### src/sv/pat_pkg.sv
// Shared definitions for the polygon affine transform core: field widths,
// command and register codes, the microcode table and arithmetic helpers.
// No dependencies.
package pat_pkg;

    localparam int POINTS_DEFAULT = 7;
    localparam int COORD_W = 24;
    localparam int PIXEL_W = 16;
    localparam int COEF_W = 16;
    localparam int CMD_W = 3;
    localparam int SEL_W = 3;
    localparam int CFG_IDX_W = 8;
    localparam int DIFF_W = COORD_W + 1;
    localparam int MULC_W = COEF_W + 1;
    localparam int PROD_W = DIFF_W + MULC_W;
    localparam int SUM_W = COORD_W + 5;
    localparam int FRAC_SH = 14;

    // Commands.
    localparam logic [CMD_W-1:0] CMD_LOAD_POINT = 3'd0;
    localparam logic [CMD_W-1:0] CMD_LOAD_PIVOT = 3'd1;
    localparam logic [CMD_W-1:0] CMD_ROT_POS = 3'd2;
    localparam logic [CMD_W-1:0] CMD_ROT_NEG = 3'd3;
    localparam logic [CMD_W-1:0] CMD_MOVE = 3'd4;
    localparam logic [CMD_W-1:0] CMD_GROW = 3'd5;
    localparam logic [CMD_W-1:0] CMD_SHRINK = 3'd6;

    // Configuration register indexes and reset values.
    localparam logic [CFG_IDX_W-1:0] REG_COS_STEP = 8'd0;
    localparam logic [CFG_IDX_W-1:0] REG_SIN_STEP = 8'd1;
    localparam logic [CFG_IDX_W-1:0] REG_GROW_GAIN = 8'd2;
    localparam logic [CFG_IDX_W-1:0] REG_SHRINK_GAIN = 8'd3;
    localparam logic [COEF_W-1:0] COS_STEP_RST = 16'd15850;
    localparam logic [COEF_W-1:0] SIN_STEP_RST = 16'd4149;
    localparam logic [COEF_W-1:0] GROW_GAIN_RST = 16'd17695;
    localparam logic [COEF_W-1:0] SHRINK_GAIN_RST = 16'd15073;

    // Microcode field codes.
    localparam logic [1:0] COEF_C = 2'd0;
    localparam logic [1:0] COEF_S = 2'd1;
    localparam logic [1:0] COEF_G = 2'd2;
    localparam logic OP_DX = 1'b0;
    localparam logic OP_DY = 1'b1;
    localparam logic [1:0] ACC_HOLD = 2'd0;
    localparam logic [1:0] ACC_LOAD = 2'd1;
    localparam logic [1:0] ACC_ADD = 2'd2;
    localparam logic [1:0] ACC_SUB = 2'd3;
    localparam logic [2:0] SEQ_IDLE = 3'd0;
    localparam logic [2:0] SEQ_NEXT = 3'd1;
    localparam logic [2:0] SEQ_DISPATCH = 3'd2;
    localparam logic [2:0] SEQ_JUMP = 3'd3;
    localparam logic [2:0] SEQ_EMIT = 3'd4;
    localparam logic [2:0] SEQ_FIN = 3'd5;

    // Microcode addresses.
    localparam int UPC_W = 4;
    localparam logic [UPC_W-1:0] UA_IDLE = 4'd0;
    localparam logic [UPC_W-1:0] UA_READ = 4'd1;
    localparam logic [UPC_W-1:0] UA_DIFF = 4'd2;
    localparam logic [UPC_W-1:0] UA_ROT = 4'd3;
    localparam logic [UPC_W-1:0] UA_ROT_B = 4'd4;
    localparam logic [UPC_W-1:0] UA_ROT_C = 4'd5;
    localparam logic [UPC_W-1:0] UA_ROT_D = 4'd6;
    localparam logic [UPC_W-1:0] UA_ROT_E = 4'd7;
    localparam logic [UPC_W-1:0] UA_ROT_F = 4'd8;
    localparam logic [UPC_W-1:0] UA_SCALE = 4'd9;
    localparam logic [UPC_W-1:0] UA_SCALE_B = 4'd10;
    localparam logic [UPC_W-1:0] UA_SCALE_C = 4'd11;
    localparam logic [UPC_W-1:0] UA_SCALE_D = 4'd12;
    localparam logic [UPC_W-1:0] UA_MOVE = 4'd13;
    localparam logic [UPC_W-1:0] UA_EMIT = 4'd14;
    localparam logic [UPC_W-1:0] UA_FIN = 4'd15;

    typedef struct packed {
        logic             rd_en;
        logic             diff_en;
        logic             mul_en;
        logic [1:0]       coef_sel;
        logic             op_sel;
        logic [1:0]       acc_op;
        logic             fin_x;
        logic             fin_y;
        logic             mv_en;
        logic [2:0]       seq;
        logic [UPC_W-1:0] target;
    } ctrl_word_t;

    // Per point: read, offset from pivot, then the arithmetic of the command.
    // Products land in the step after they are issued, so the middle steps both issue
    // a multiply and fold in the previous product.
    function automatic ctrl_word_t ucode_rom(input logic [UPC_W-1:0] addr);
        ctrl_word_t w;
        w = '0;
        w.seq = SEQ_NEXT;
        case (addr)
            UA_IDLE: begin
                w.seq = SEQ_IDLE;
            end
            UA_READ: begin
                w.rd_en = 1'b1;
            end
            UA_DIFF: begin
                w.diff_en = 1'b1;
                w.seq = SEQ_DISPATCH;
            end
            UA_ROT: begin
                w.mul_en = 1'b1; w.coef_sel = COEF_C; w.op_sel = OP_DX;
            end
            UA_ROT_B: begin
                w.mul_en = 1'b1; w.coef_sel = COEF_S; w.op_sel = OP_DY;
                w.acc_op = ACC_LOAD;
            end
            UA_ROT_C: begin
                w.mul_en = 1'b1; w.coef_sel = COEF_S; w.op_sel = OP_DX;
                w.acc_op = ACC_SUB;
            end
            UA_ROT_D: begin
                w.mul_en = 1'b1; w.coef_sel = COEF_C; w.op_sel = OP_DY;
                w.acc_op = ACC_LOAD; w.fin_x = 1'b1;
            end
            UA_ROT_E: begin
                w.acc_op = ACC_ADD;
            end
            UA_ROT_F: begin
                w.fin_y = 1'b1; w.seq = SEQ_JUMP; w.target = UA_EMIT;
            end
            UA_SCALE: begin
                w.mul_en = 1'b1; w.coef_sel = COEF_G; w.op_sel = OP_DX;
            end
            UA_SCALE_B: begin
                w.mul_en = 1'b1; w.coef_sel = COEF_G; w.op_sel = OP_DY;
                w.acc_op = ACC_LOAD;
            end
            UA_SCALE_C: begin
                w.acc_op = ACC_LOAD; w.fin_x = 1'b1;
            end
            UA_SCALE_D: begin
                w.fin_y = 1'b1; w.seq = SEQ_JUMP; w.target = UA_EMIT;
            end
            UA_MOVE: begin
                w.mv_en = 1'b1; w.seq = SEQ_JUMP; w.target = UA_EMIT;
            end
            UA_EMIT: begin
                w.seq = SEQ_EMIT; w.target = UA_READ;
            end
            UA_FIN: begin
                w.seq = SEQ_FIN; w.target = UA_IDLE;
            end
            default: begin
                w.seq = SEQ_FIN; w.target = UA_IDLE;
            end
        endcase
        return w;
    endfunction

    // Clamp a widened coordinate to the signed Q15.8 range.
    function automatic logic [COORD_W-1:0] sat_coord(input logic [SUM_W-1:0] v);
        logic [SUM_W-1:0] lim;
        lim = {{(SUM_W-COORD_W+1){v[COORD_W-1]}}, v[COORD_W-2:0]};
        if (lim == v) begin
            return v[COORD_W-1:0];
        end else if (v[SUM_W-1]) begin
            return {1'b1, {(COORD_W-1){1'b0}}};
        end else begin
            return {1'b0, {(COORD_W-1){1'b1}}};
        end
    endfunction

    // Round Q15.8 to the nearest pixel, halves away from zero, saturated.
    function automatic logic [PIXEL_W-1:0] to_pixel(input logic [COORD_W-1:0] v);
        logic [COORD_W:0]   mag;
        logic [COORD_W-8:0] r;
        mag = v[COORD_W-1] ? (~{1'b1, v} + 1'b1) : {1'b0, v};
        mag = mag + (COORD_W+1)'(128);
        r = mag[COORD_W:8];
        if (v[COORD_W-1]) begin
            return PIXEL_W'(~r + 1'b1);
        end else if (|r[COORD_W-8:PIXEL_W-1]) begin
            return {1'b0, {(PIXEL_W-1){1'b1}}};
        end else begin
            return r[PIXEL_W-1:0];
        end
    endfunction

endpackage

### src/sv/polygon_affine_transform_core.sv
// Top level of the polygon affine transform core: point table, pivot,
// configuration registers, microcoded sequencer and shared multiply unit.
// Depends on pat_pkg.

// The core holds a table of POINTS polygon points and a pivot, all signed
// Q15.8. A load point or load pivot item is taken and gives no
// result; command 7 is taken and ignored. A rotate, grow, shrink or move item
// walks every point in table order and sends one result item per point, with
// the saturated new coordinates, rounded pixel coordinates and last_point on
// the final one. The walk is run by a 16-word microcode table over one
// 17 x 25 bit multiplier and a single table read port, so the four products
// of a rotate are issued one after another for each point. A point waits in
// the emit step only while the result register is still full. Configuration
// writes are taken at any time (cfg_ready is always high) but must only come
// while the core is idle; writes to an index beyond the four registers are
// dropped.
module polygon_affine_transform_core #(
    parameter int POINTS = pat_pkg::POINTS_DEFAULT
) (
    input  logic                                aclk,
    input  logic                                aresetn,
    // Command input.
    input  logic                                s_valid,
    output logic                                s_ready,
    input  logic [pat_pkg::CMD_W-1:0]           s_cmd,
    input  logic [pat_pkg::SEL_W-1:0]           s_point_sel,
    input  logic signed [pat_pkg::COORD_W-1:0]  s_load_x,
    input  logic signed [pat_pkg::COORD_W-1:0]  s_load_y,
    input  logic signed [pat_pkg::COORD_W-1:0]  s_move_dx,
    input  logic signed [pat_pkg::COORD_W-1:0]  s_move_dy,
    // Result output.
    output logic                                m_valid,
    input  logic                                m_ready,
    output logic [pat_pkg::SEL_W-1:0]           m_point_index,
    output logic signed [pat_pkg::COORD_W-1:0]  m_point_x,
    output logic signed [pat_pkg::COORD_W-1:0]  m_point_y,
    output logic signed [pat_pkg::PIXEL_W-1:0]  m_pixel_x,
    output logic signed [pat_pkg::PIXEL_W-1:0]  m_pixel_y,
    output logic                                m_last_point,
    // Configuration writes.
    input  logic                                cfg_valid,
    output logic                                cfg_ready,
    input  logic [pat_pkg::CFG_IDX_W-1:0]       cfg_index,
    input  logic [pat_pkg::COEF_W-1:0]          cfg_data
);
    import pat_pkg::*;

    localparam int IDX_W = $clog2(POINTS);
    localparam logic [IDX_W-1:0] LAST_IDX = IDX_W'(POINTS - 1);

    // Configuration registers.
    logic [COEF_W-1:0] cos_reg, sin_reg, grow_reg, shrink_reg;

    // Point table and pivot.
    logic [COORD_W-1:0] x_mem [POINTS];
    logic [COORD_W-1:0] y_mem [POINTS];
    logic [COORD_W-1:0] pivot_x_reg, pivot_y_reg;
    logic [COORD_W-1:0] rd_x_reg, rd_y_reg;

    // Sequencer state.
    logic [UPC_W-1:0] upc_reg, upc_next;
    logic [IDX_W-1:0] idx_reg, idx_next;
    logic [CMD_W-1:0] cmd_reg;
    logic [COORD_W-1:0] mx_reg, my_reg;
    ctrl_word_t cw;

    // Datapath.
    logic signed [DIFF_W-1:0] dx_reg, dy_reg;
    logic signed [MULC_W-1:0] coef;
    logic signed [DIFF_W-1:0] mul_op;
    logic signed [PROD_W-1:0] prod_reg, acc_reg, acc_rnd;
    logic [SUM_W-1:0] fin_x_sum, fin_y_sum, mv_x_sum, mv_y_sum, pv_x_sum, pv_y_sum;
    logic [COORD_W-1:0] nx_reg, ny_reg;

    // Result register.
    logic m_valid_reg;
    logic [SEL_W-1:0] out_idx_reg;
    logic [COORD_W-1:0] out_x_reg, out_y_reg;
    logic [PIXEL_W-1:0] out_px_reg, out_py_reg;
    logic out_last_reg;

    logic in_fire, is_transform, emit_ok, emit_fire, load_fire;

    assign cw = ucode_rom(upc_reg);
    assign s_ready = (upc_reg == UA_IDLE);
    assign in_fire = s_valid && s_ready;
    assign cfg_ready = 1'b1;
    assign is_transform = s_cmd inside {[CMD_ROT_POS:CMD_SHRINK]};
    assign load_fire = in_fire && (s_cmd == CMD_LOAD_POINT) && (int'(s_point_sel) < POINTS);

    // A result may be loaded when the register is empty or being drained.
    assign emit_ok = !m_valid_reg || m_ready;
    assign emit_fire = (cw.seq == SEQ_EMIT) && emit_ok;

    always_comb begin
        upc_next = upc_reg;
        idx_next = idx_reg;
        case (cw.seq)
            SEQ_IDLE: begin
                if (in_fire && is_transform) begin
                    upc_next = UA_READ;
                    idx_next = '0;
                end
            end
            SEQ_NEXT: begin
                upc_next = upc_reg + 1'b1;
            end
            SEQ_DISPATCH: begin
                case (cmd_reg)
                    CMD_ROT_POS, CMD_ROT_NEG: upc_next = UA_ROT;
                    CMD_MOVE: upc_next = UA_MOVE;
                    default: upc_next = UA_SCALE;
                endcase
            end
            SEQ_JUMP: begin
                upc_next = cw.target;
            end
            SEQ_EMIT: begin
                if (emit_ok) begin
                    if (idx_reg == LAST_IDX) begin
                        upc_next = UA_FIN;
                    end else begin
                        upc_next = cw.target;
                        idx_next = idx_reg + 1'b1;
                    end
                end
            end
            default: begin
                upc_next = cw.target;
            end
        endcase
    end

    always_ff @(posedge aclk) begin
        if (!aresetn) begin
            upc_reg <= UA_IDLE;
            idx_reg <= '0;
        end else begin
            upc_reg <= upc_next;
            idx_reg <= idx_next;
        end
    end

    // Configuration.
    always_ff @(posedge aclk) begin
        if (!aresetn) begin
            cos_reg <= COS_STEP_RST;
            sin_reg <= SIN_STEP_RST;
            grow_reg <= GROW_GAIN_RST;
            shrink_reg <= SHRINK_GAIN_RST;
        end else if (cfg_valid) begin
            case (cfg_index)
                REG_COS_STEP: cos_reg <= cfg_data;
                REG_SIN_STEP: sin_reg <= cfg_data;
                REG_GROW_GAIN: grow_reg <= cfg_data;
                REG_SHRINK_GAIN: shrink_reg <= cfg_data;
                default: ;
            endcase
        end
    end

    // Command latch for the walk.
    always_ff @(posedge aclk) begin
        if (in_fire) begin
            cmd_reg <= s_cmd;
            mx_reg <= s_move_dx;
            my_reg <= s_move_dy;
        end
    end

    // Point table: one write port shared by loads and write-back, one read port.
    always_ff @(posedge aclk) begin
        if (load_fire) begin
            x_mem[IDX_W'(s_point_sel)] <= s_load_x;
            y_mem[IDX_W'(s_point_sel)] <= s_load_y;
        end else if (emit_fire) begin
            x_mem[idx_reg] <= nx_reg;
            y_mem[idx_reg] <= ny_reg;
        end
        if (cw.rd_en) begin
            rd_x_reg <= x_mem[idx_reg];
            rd_y_reg <= y_mem[idx_reg];
        end
    end

    // Pivot: loaded directly, moved at the end of a move walk.
    assign pv_x_sum = {{5{pivot_x_reg[COORD_W-1]}}, pivot_x_reg} + {{5{mx_reg[COORD_W-1]}}, mx_reg};
    assign pv_y_sum = {{5{pivot_y_reg[COORD_W-1]}}, pivot_y_reg} + {{5{my_reg[COORD_W-1]}}, my_reg};

    always_ff @(posedge aclk) begin
        if (!aresetn) begin
            pivot_x_reg <= '0;
            pivot_y_reg <= '0;
        end else if (in_fire && s_cmd == CMD_LOAD_PIVOT) begin
            pivot_x_reg <= s_load_x;
            pivot_y_reg <= s_load_y;
        end else if (cw.seq == SEQ_FIN && cmd_reg == CMD_MOVE) begin
            pivot_x_reg <= sat_coord(pv_x_sum);
            pivot_y_reg <= sat_coord(pv_y_sum);
        end
    end

    // Coefficient and operand selection for the shared multiplier. A negative
    // rotation uses the negated sine, which needs the extra bit.
    always_comb begin
        case (cw.coef_sel)
            COEF_C: coef = {cos_reg[COEF_W-1], cos_reg};
            COEF_S: begin
                if (cmd_reg == CMD_ROT_NEG) begin
                    coef = -$signed({sin_reg[COEF_W-1], sin_reg});
                end else begin
                    coef = {sin_reg[COEF_W-1], sin_reg};
                end
            end
            default: coef = (cmd_reg == CMD_GROW) ? {1'b0, grow_reg} : {1'b0, shrink_reg};
        endcase
        mul_op = (cw.op_sel == OP_DY) ? dy_reg : dx_reg;
    end

    // Round to nearest at the Q14 point, then add back the pivot.
    assign acc_rnd = acc_reg + PROD_W'(1 << (FRAC_SH - 1));
    assign fin_x_sum = {{5{pivot_x_reg[COORD_W-1]}}, pivot_x_reg}
                     + {acc_rnd[PROD_W-1], acc_rnd[PROD_W-1:FRAC_SH]};
    assign fin_y_sum = {{5{pivot_y_reg[COORD_W-1]}}, pivot_y_reg}
                     + {acc_rnd[PROD_W-1], acc_rnd[PROD_W-1:FRAC_SH]};
    assign mv_x_sum = {{5{rd_x_reg[COORD_W-1]}}, rd_x_reg} + {{5{mx_reg[COORD_W-1]}}, mx_reg};
    assign mv_y_sum = {{5{rd_y_reg[COORD_W-1]}}, rd_y_reg} + {{5{my_reg[COORD_W-1]}}, my_reg};

    always_ff @(posedge aclk) begin
        if (cw.diff_en) begin
            dx_reg <= $signed({rd_x_reg[COORD_W-1], rd_x_reg})
                    - $signed({pivot_x_reg[COORD_W-1], pivot_x_reg});
            dy_reg <= $signed({rd_y_reg[COORD_W-1], rd_y_reg})
                    - $signed({pivot_y_reg[COORD_W-1], pivot_y_reg});
        end
        if (cw.mul_en) begin
            prod_reg <= coef * mul_op;
        end
        case (cw.acc_op)
            ACC_LOAD: acc_reg <= prod_reg;
            ACC_ADD: acc_reg <= acc_reg + prod_reg;
            ACC_SUB: acc_reg <= acc_reg - prod_reg;
            default: ;
        endcase
        if (cw.fin_x) begin
            nx_reg <= sat_coord(fin_x_sum);
        end
        if (cw.fin_y) begin
            ny_reg <= sat_coord(fin_y_sum);
        end
        if (cw.mv_en) begin
            nx_reg <= sat_coord(mv_x_sum);
            ny_reg <= sat_coord(mv_y_sum);
        end
    end

    // Result register.
    always_ff @(posedge aclk) begin
        if (!aresetn) begin
            m_valid_reg <= 1'b0;
        end else if (emit_fire) begin
            m_valid_reg <= 1'b1;
        end else if (m_ready) begin
            m_valid_reg <= 1'b0;
        end
    end

    always_ff @(posedge aclk) begin
        if (emit_fire) begin
            out_idx_reg <= SEL_W'(idx_reg);
            out_x_reg <= nx_reg;
            out_y_reg <= ny_reg;
            out_px_reg <= to_pixel(nx_reg);
            out_py_reg <= to_pixel(ny_reg);
            out_last_reg <= (idx_reg == LAST_IDX);
        end
    end

    assign m_valid = m_valid_reg;
    assign m_point_index = out_idx_reg;
    assign m_point_x = out_x_reg;
    assign m_point_y = out_y_reg;
    assign m_pixel_x = out_px_reg;
    assign m_pixel_y = out_py_reg;
    assign m_last_point = out_last_reg;

endmodule
### config.mk
export PLATFORM = sky130hd
export DESIGN_NAME = polygon_affine_transform_core
export DESIGN_NICKNAME = d
export VERILOG_FILES = /design/src/sv/pat_pkg.sv /design/src/sv/polygon_affine_transform_core.sv
export SDC_FILE = /design/constraint.sdc
export NUM_CORES = 2
export LEC_CHECK = 0
export BUFFER_PORTS_ARGS = -buffer_cell sky130_fd_sc_hd__clkbuf_2
export CAP_MARGIN = 30
export CORE_MARGIN = 3
export CORE_UTILIZATION = 65
export DETAILED_ROUTE_END_ITERATION = 12
export GPL_ROUTABILITY_DRIVEN = 1
export PLACE_DENSITY = 0.95
export SLEW_MARGIN = 20
export SYNTH_ARGS = -nofsm -noshare
export SYNTH_HDL_FRONTEND = slang
export SYNTH_SLANG_ARGS = --single-unit
export TNS_END_PERCENT = 20
### constraint.sdc
create_clock -name aclk -period 20.8 [get_ports aclk]
set_input_delay 4.16 -clock aclk [delete_from_list [all_inputs] [get_ports aclk]]
set_output_delay 4.16 -clock aclk [all_outputs]
set_load 0.02 [all_outputs]
==> Word-level counts from Yosys, hierarchy flattened <==
Memory sizes are Yosys's and may differ from the RTL's. A register that Yosys moved wholly into a read port is not among the register bits.
Index checks and enable logic that the tools add are counted.
W data, S select, Z words.
{ "classes": {"n_mul": 1, "n_addsub": 20, "n_bitwise": 4, "magnitude_cmp": 3, "eq_ne": 41, "n_reduce_logical": 36, "muxes": 62} }
{ "ops": {"columns": ["op", "count"], "rows": [
  ["$mux W24", 22],
  ["$pmux W42 S3", 1],
  ["$add A24 B24 Y25", 4],
  ["$mux W16", 5],
  ["$mux W25", 3],
  ["$add A24 B28 Y29", 2],
  ["$add A25 B1 Y25 const B", 2],
  ["$add A25 B8 Y25 const B", 2],
  ["$not A25 Y25", 2],
  ["$sub A24 B24 Y25", 2],
  ["$reduce_or A24 Y1", 2],
  ["$add A42 B15 Y42 const B", 1],
  ["$add A42 B42 Y42", 1],
  ["$mul A17 B25 Y42", 1],
  ["$sub A42 B42 Y42", 1],
  ["$pmux W17 S2", 1],
  ["$add A16 B1 Y16 const B", 2],
  ["$eq A4 B4 Y1 const B", 8],
  ["$not A16 Y16", 2],
  ["$eq A5 B5 Y1", 6],
  ["$pmux W4 S6", 1],
  ["$mux W17", 1],
  ["$neg A16 Y17", 1],
  ["$eq A4 B3 Y1 const B", 4],
  ["37 further kinds", 90]
]} }
{ "word_totals": {"mem_count": 2, "regBits": 437, "word_cells": 193, "in_bits": 131, "mem_bits_rw": 336} }
{ "mem_list": {"columns": ["memory", "words", "word_bits", "rd", "rd_ports_with_merged_regs", "wr", "line_no", "rtl"], "rows": [
  ["x_mem", 7, 24, 1, 1, 1, "polygon_affine_transform_core.sv:55", "logic [COORD_W-1:0] x_mem [POINTS];"],
  ["y_mem", 7, 24, 1, 1, 1, "polygon_affine_transform_core.sv:56", "logic [COORD_W-1:0] y_mem [POINTS];"]
]} }

==> Depth between registers and ports, before layout <==
{ "logic_depth": {"depth_word": 10, "depth_mapped": 35, "depth_no_buf": 33} }

==> Least setup slack after synthesis <==
No wires, ideal clock.
{ "synth_timing": {"path_type": "input -> register", "start": "input s_valid", "end": "memory x_mem[6][0], enable pin", "t_arrival_ps": 8637, "setup_time_ps": 469, "setup_slack_ps": 11693, "stages": 6, "n_path_buf": 1, "cell_sequence": "and3_1 clkbuf_1 nand2_1 nor3_1 a21oi_1 a21oi_1"} }
{ "synth_via": {"elab_chain_len": 7} }
{ "synth_rtl": {"columns": ["item", "line_no", "rtl"], "rows": [
  ["from (decl)", "polygon_affine_transform_core.sv:23", "input logic s_valid,"],
  ["$logic_and A1 B1 Y1 *", "polygon_affine_transform_core.sv:86", "assign in_fire = s_valid && s_ready;"],
  ["named net in_fire", "polygon_affine_transform_core.sv:82", "logic in_fire, is_transform, emit_ok, emit_fire, load_fire;"],
  ["$logic_and A1 B1 Y1 * (2 in series)", "polygon_affine_transform_core.sv:89", "assign load_fire = in_fire && (s_cmd == CMD_LOAD_POINT) && (int'(s_point_sel) < POINTS);"],
  ["$mux W1", "polygon_affine_transform_core.sv:173", "if (load_fire) begin"],
  ["$mux W1 (not written as such)", "polygon_affine_transform_core.sv:177", "x_mem[idx_reg] <= nx_reg;"],
  ["$reduce_or A24 Y1 (no source line)", null, null],
  ["$mux W3 (no source line) or $mux W1 (tied branches)", null, null],
  ["to (decl)", "polygon_affine_transform_core.sv:55", null]
]} }
The timed path passes the listed nets; every way through them passes the cells marked *.

==> Final worst setup path <==
{ "layout_timing": {"start": "register upc_reg[0]", "end": "register prod_reg[39], data pin"} }
{ "layout_via": {"elab_chain_len": 5} }
{ "layout_rtl": {"columns": ["item", "line_no", "rtl"], "rows": [
  ["from (decl)", "polygon_affine_transform_core.sv:61", "logic [UPC_W-1:0] upc_reg, upc_next;"],
  ["from (signal assigned)", "polygon_affine_transform_core.sv:139", "upc_reg <= upc_next;"],
  ["$eq A4 B4 Y1 (tied with other cells)", "pat_pkg.sv:95", "case (addr)"],
  ["$pmux W4 S6 *", "pat_pkg.sv:95", null],
  ["$eq A2 B1 Y1 or $logic_not A2 Y1 (tied branches)", "polygon_affine_transform_core.sv:206", "case (cw.coef_sel)"],
  ["$pmux W17 S2", "polygon_affine_transform_core.sv:206", null],
  ["$mul A17 B25 Y42 *", "polygon_affine_transform_core.sv:237", "prod_reg <= coef * mul_op;"],
  ["to (signal assigned)", "polygon_affine_transform_core.sv:237", null],
  ["to (decl)", "polygon_affine_transform_core.sv:71", "logic signed [PROD_W-1:0] prod_reg, acc_reg, acc_rnd;"]
]} }
Every way passes the cells marked *; elsewhere a longest branch is shown, timed or not.
A chain may end at the register's enable or synchronous reset.

==> results.json <==
{
  "status": "finished clean",
  "core_area_sq_um": 93600,
  "crit-reg2reg-launch": "upc_reg[0]$_SDFFE_PN0P_",
  "antenna_found_initial": 8,
  "synth_edf_count": 701,
  "start_kind": "flip-flop",
  "grt_use_met3_pct": 8.10,
  "ff2ff_path_depth": 32,
  "setup_viol": 0,
  "crit_start": "upc_reg[0]$_SDFFE_PN0P_",
  "critPathMaxFanout": 50,
  "clock_skew_ns": 0.0313,
  "drv_slew": 0,
  "nets": 7084,
  "use_met1_pct": 47.0,
  "grt-ovfl-total": 0,
  "yosysUniqueCellTypes": 97,
  "grt_pass1_wl_um": 285000,
  "slowest_delay_ns": 0.83,
  "drt_pass1_iterations": 8,
  "critPathRequiredTime_ns": 21.20,
  "htreeDepth": 3,
  "cp.arrival_ns": 9.78,
  "grtUsageMet2_pct": 61.0,
  "rr_endpoint": "prod_reg[39]$_DFFE_PP_",
  "io_pins": 218,
  "cts_tree": "built",
  "via_count": 50036,
  "hold_violations": 0,
  "hpwl_um": 134000,
  "drtIter0Drc": 6541,
  "yosysSeqAreaShare_pct": 38.1,
  "grt_max_degree": 119,
  "reg2reg_slack_ns": 11.42,
  "maxCapViolations": 0,
  "cts_root_buf": "clkbuf_16",
  "dp_slack_ns": 11.72,
  "place.gp.congestion": 1.01,
  "fin_ws_ns": 11.42,
  "drc": 0,
  "rows": 112,
  "vias_per_cell": 6.67,
  "syn_area_per_cell_sq_um": 10.2,
  "slew_headroom_pct": 31.3,
  "fmax_ghz": 0.107,
  "dieArea_sq_um": 98400,
  "period_share_pct": 45.1,
  "drtAntennaViolNets": 0,
  "routed_wl_um": 187000,
  "cp_num_cells": 32,
  "ys_warn_count": 0,
  "cp-end-kind": "flip-flop",
  "max_slew.worst_pin.slew_ns": 1.03,
  "layout_min_cycle_time_ns": 9.38,
  "synthTopCellsByArea": "edfxtp_1 34%, fa_1 14%, ha_1 7.2%",
  "io_buffer_count": 216,
  "yosysTopAreaCell": "edfxtp_1",
  "crit_type": "flip-flop to flip-flop",
  "setup_tns_ns": 0,
  "cpLargestDelayFamily": "adder cells",
  "worst-path-buf-inv": 6,
  "postCtsResizedCells": 0,
  "critPathCapture": "prod_reg[39]$_DFFE_PP_",
  "grt_pass1_vias": 50012,
  "crit_top_cell": "fa_1",
  "synth_nets": 6924,
  "cts_setup_buffers": 0,
  "die_h_um": 314,
  "clkTransAtPathRegs_ns": 0.06,
  "initial_utilization_pct": 65.8,
  "syn2layout_area_growth_pct": 8.92,
  "drive_above_1_share_pct": 10.3,
  "crit_slowest_cell": "mux2i_1",
  "wl_per_cell_um": 24.9,
  "die_x_um": 314,
  "grt.busiest_layer": "met2",
  "async_reset_ff_share_pct": 0,
  "hold_buffers": 0,
  "synth_flop_cell": "edfxtp_1",
  "syn_area_sq_um": 61600,
  "cts_sinks": 821,
  "syn-instance-count": 6013,
  "min_path_type": "flip-flop to flip-flop",
  "synth_top_area_share_pct": 34.2,
  "ys_ff_latch": 821,
  "cts-buffers-inserted": 83,
  "clock_path_buffers": 3,
  "clock_latency_ns": 0.68,
  "grt_usage_pct": 37.5,
  "top_regs": "x_mem: 168 flops, y_mem: 168 flops",
  "rsz0062_at_grt": "no"
}
worst reg2reg max path: cells and delay by family (launching register included):
kind            cells  cell delay (ns)
fa+ha+maj           8             3.78
compound gates     10             2.28
buf+inv             6             0.93
mux                 1             0.89
simple gates        6             0.76
flops               1             0.36
xor+xnor            1             0.11
worst min-delay path by stage:
stage / start / to / slack (ns) / cells after the start
after floorplan: nx_reg[11]$_DFFE_PP_ / m_point_x[11]$_DFFE_PP_ / 0.42 / 0
after global placement: shrink_reg[7]$_SDFFE_PN1P_ / shrink_reg[7]$_SDFFE_PN1P_ / 0.44 / 2
after detailed placement: grow_reg[1]$_SDFFE_PN1P_ / grow_reg[1]$_SDFFE_PN1P_ / 0.45 / 2
after CTS: shrink_reg[1]$_SDFFE_PN0P_ / shrink_reg[1]$_SDFFE_PN0P_ / 0.47 / 2
after global routing: grow_reg[15]$_SDFFE_PN0P_ / grow_reg[15]$_SDFFE_PN0P_ / 0.48 / 2
final: grow_reg[15]$_SDFFE_PN0P_ / grow_reg[15]$_SDFFE_PN0P_ / 0.47 / 2
placed cells by master (no fill, tap or decap), types with 107 or more instances in the layout:
| cell | count |
|---|---|
| a21oi_1 | 293 |
| nor3_1 | 163 |
| fa_1 | 425 |
| edfxtp_1 | 701 |
| nand3_1 | 107 |
| nand2_1 | 769 |
| o21ai_0 | 316 |
| ha_1 | 355 |
| nor2_1 | 415 |
| xnor2_1 | 241 |
| a21o_1 | 115 |
| dfxtp_1 | 117 |
| xor2_1 | 150 |
| inv_1 | 570 |
| clkbuf_2 | 216 |
cells in the mapped netlist, drive strengths merged, types with 9 or more instances:
cell / number
nand2: 770
edfxtp: 701
inv: 571
fa: 425
nor2: 422
ha: 355
o21ai: 323
a21oi: 298
xnor2: 241
clkbuf: 212
nor3: 164
xor2: 151
dfxtp: 120
a21o: 115
nand3: 107
mux2i: 99
mux2: 90
a211oi: 72
nand2b: 68
nor2b: 64
o21a: 53
mux4: 48
o21bai: 36
a21boi: 33
o31ai: 33
a22oi: 32
or3: 31
and2: 30
and3: 27
a31oi: 26
nand4: 24
o22ai: 20
buf: 18
nor3b: 18
nor4: 16
or2: 15
a211o: 14
o41ai: 13
nand3b: 11
or4: 11
o2111ai: 10
a2111oi: 9
o211ai: 9
o31a: 9
metal layers:
layer / wire length (um) / up-vias
met5: 82 / -
met4: 12800 / 12
met3: 23200 / 935
met2: 87100 / 3749
met1: 63800 / 24036
li1: - / 21304
stage by stage:
step	std cells	cell area, sq um	hold slack, ns	util, %
after floorplan	6013	61600	0.424	-
after global placement	7322	64000	0.445	68.4
after detailed placement	7329	64100	0.453	68.5
after CTS	7484	66900	0.469	71.4
after global routing	7498	67000	0.483	71.6
final	7498	67000	0.465	71.6
area by class of cell:
cell class / instances / area [sq um]
Clock inverter: 40 / 385
Sequential cell: 821 / 23500
Multi-Input combinational cell: 4390 / 35200
Tap cell: 1254 / 1570
Antenna cell: 1 / 2.50
Inverter: 572 / 2150
Fill cell: 6198 / 26600
Timing Repair Buffer: 305 / 1890
Clock buffer: 115 / 2340
kinds of logic (layout without fill, tap and decap cells):
| logic type | Yosys count | count (layout) | synth area share (%) |
|---|---|---|---|
| other | 1 | 2 | 0.00609 |
| adder cells (fa/ha/maj) | 780 | 780 | 21.0 |
| AND/OR/NAND/NOR | 1798 | 1798 | 13.1 |
| AO/OA/AOI/OAI | 1182 | 1182 | 12.2 |
| multiplexers | 237 | 237 | 5.01 |
| buffers and inverters | 802 | 1032 | 4.91 |
| flip-flops | 821 | 821 | 38.1 |
| XOR/XNOR | 392 | 392 | 5.59 |
Power is left out: the tool's default activity adds up to more than one toggle a clock period on the data nets, which glitch-free logic cannot reach.
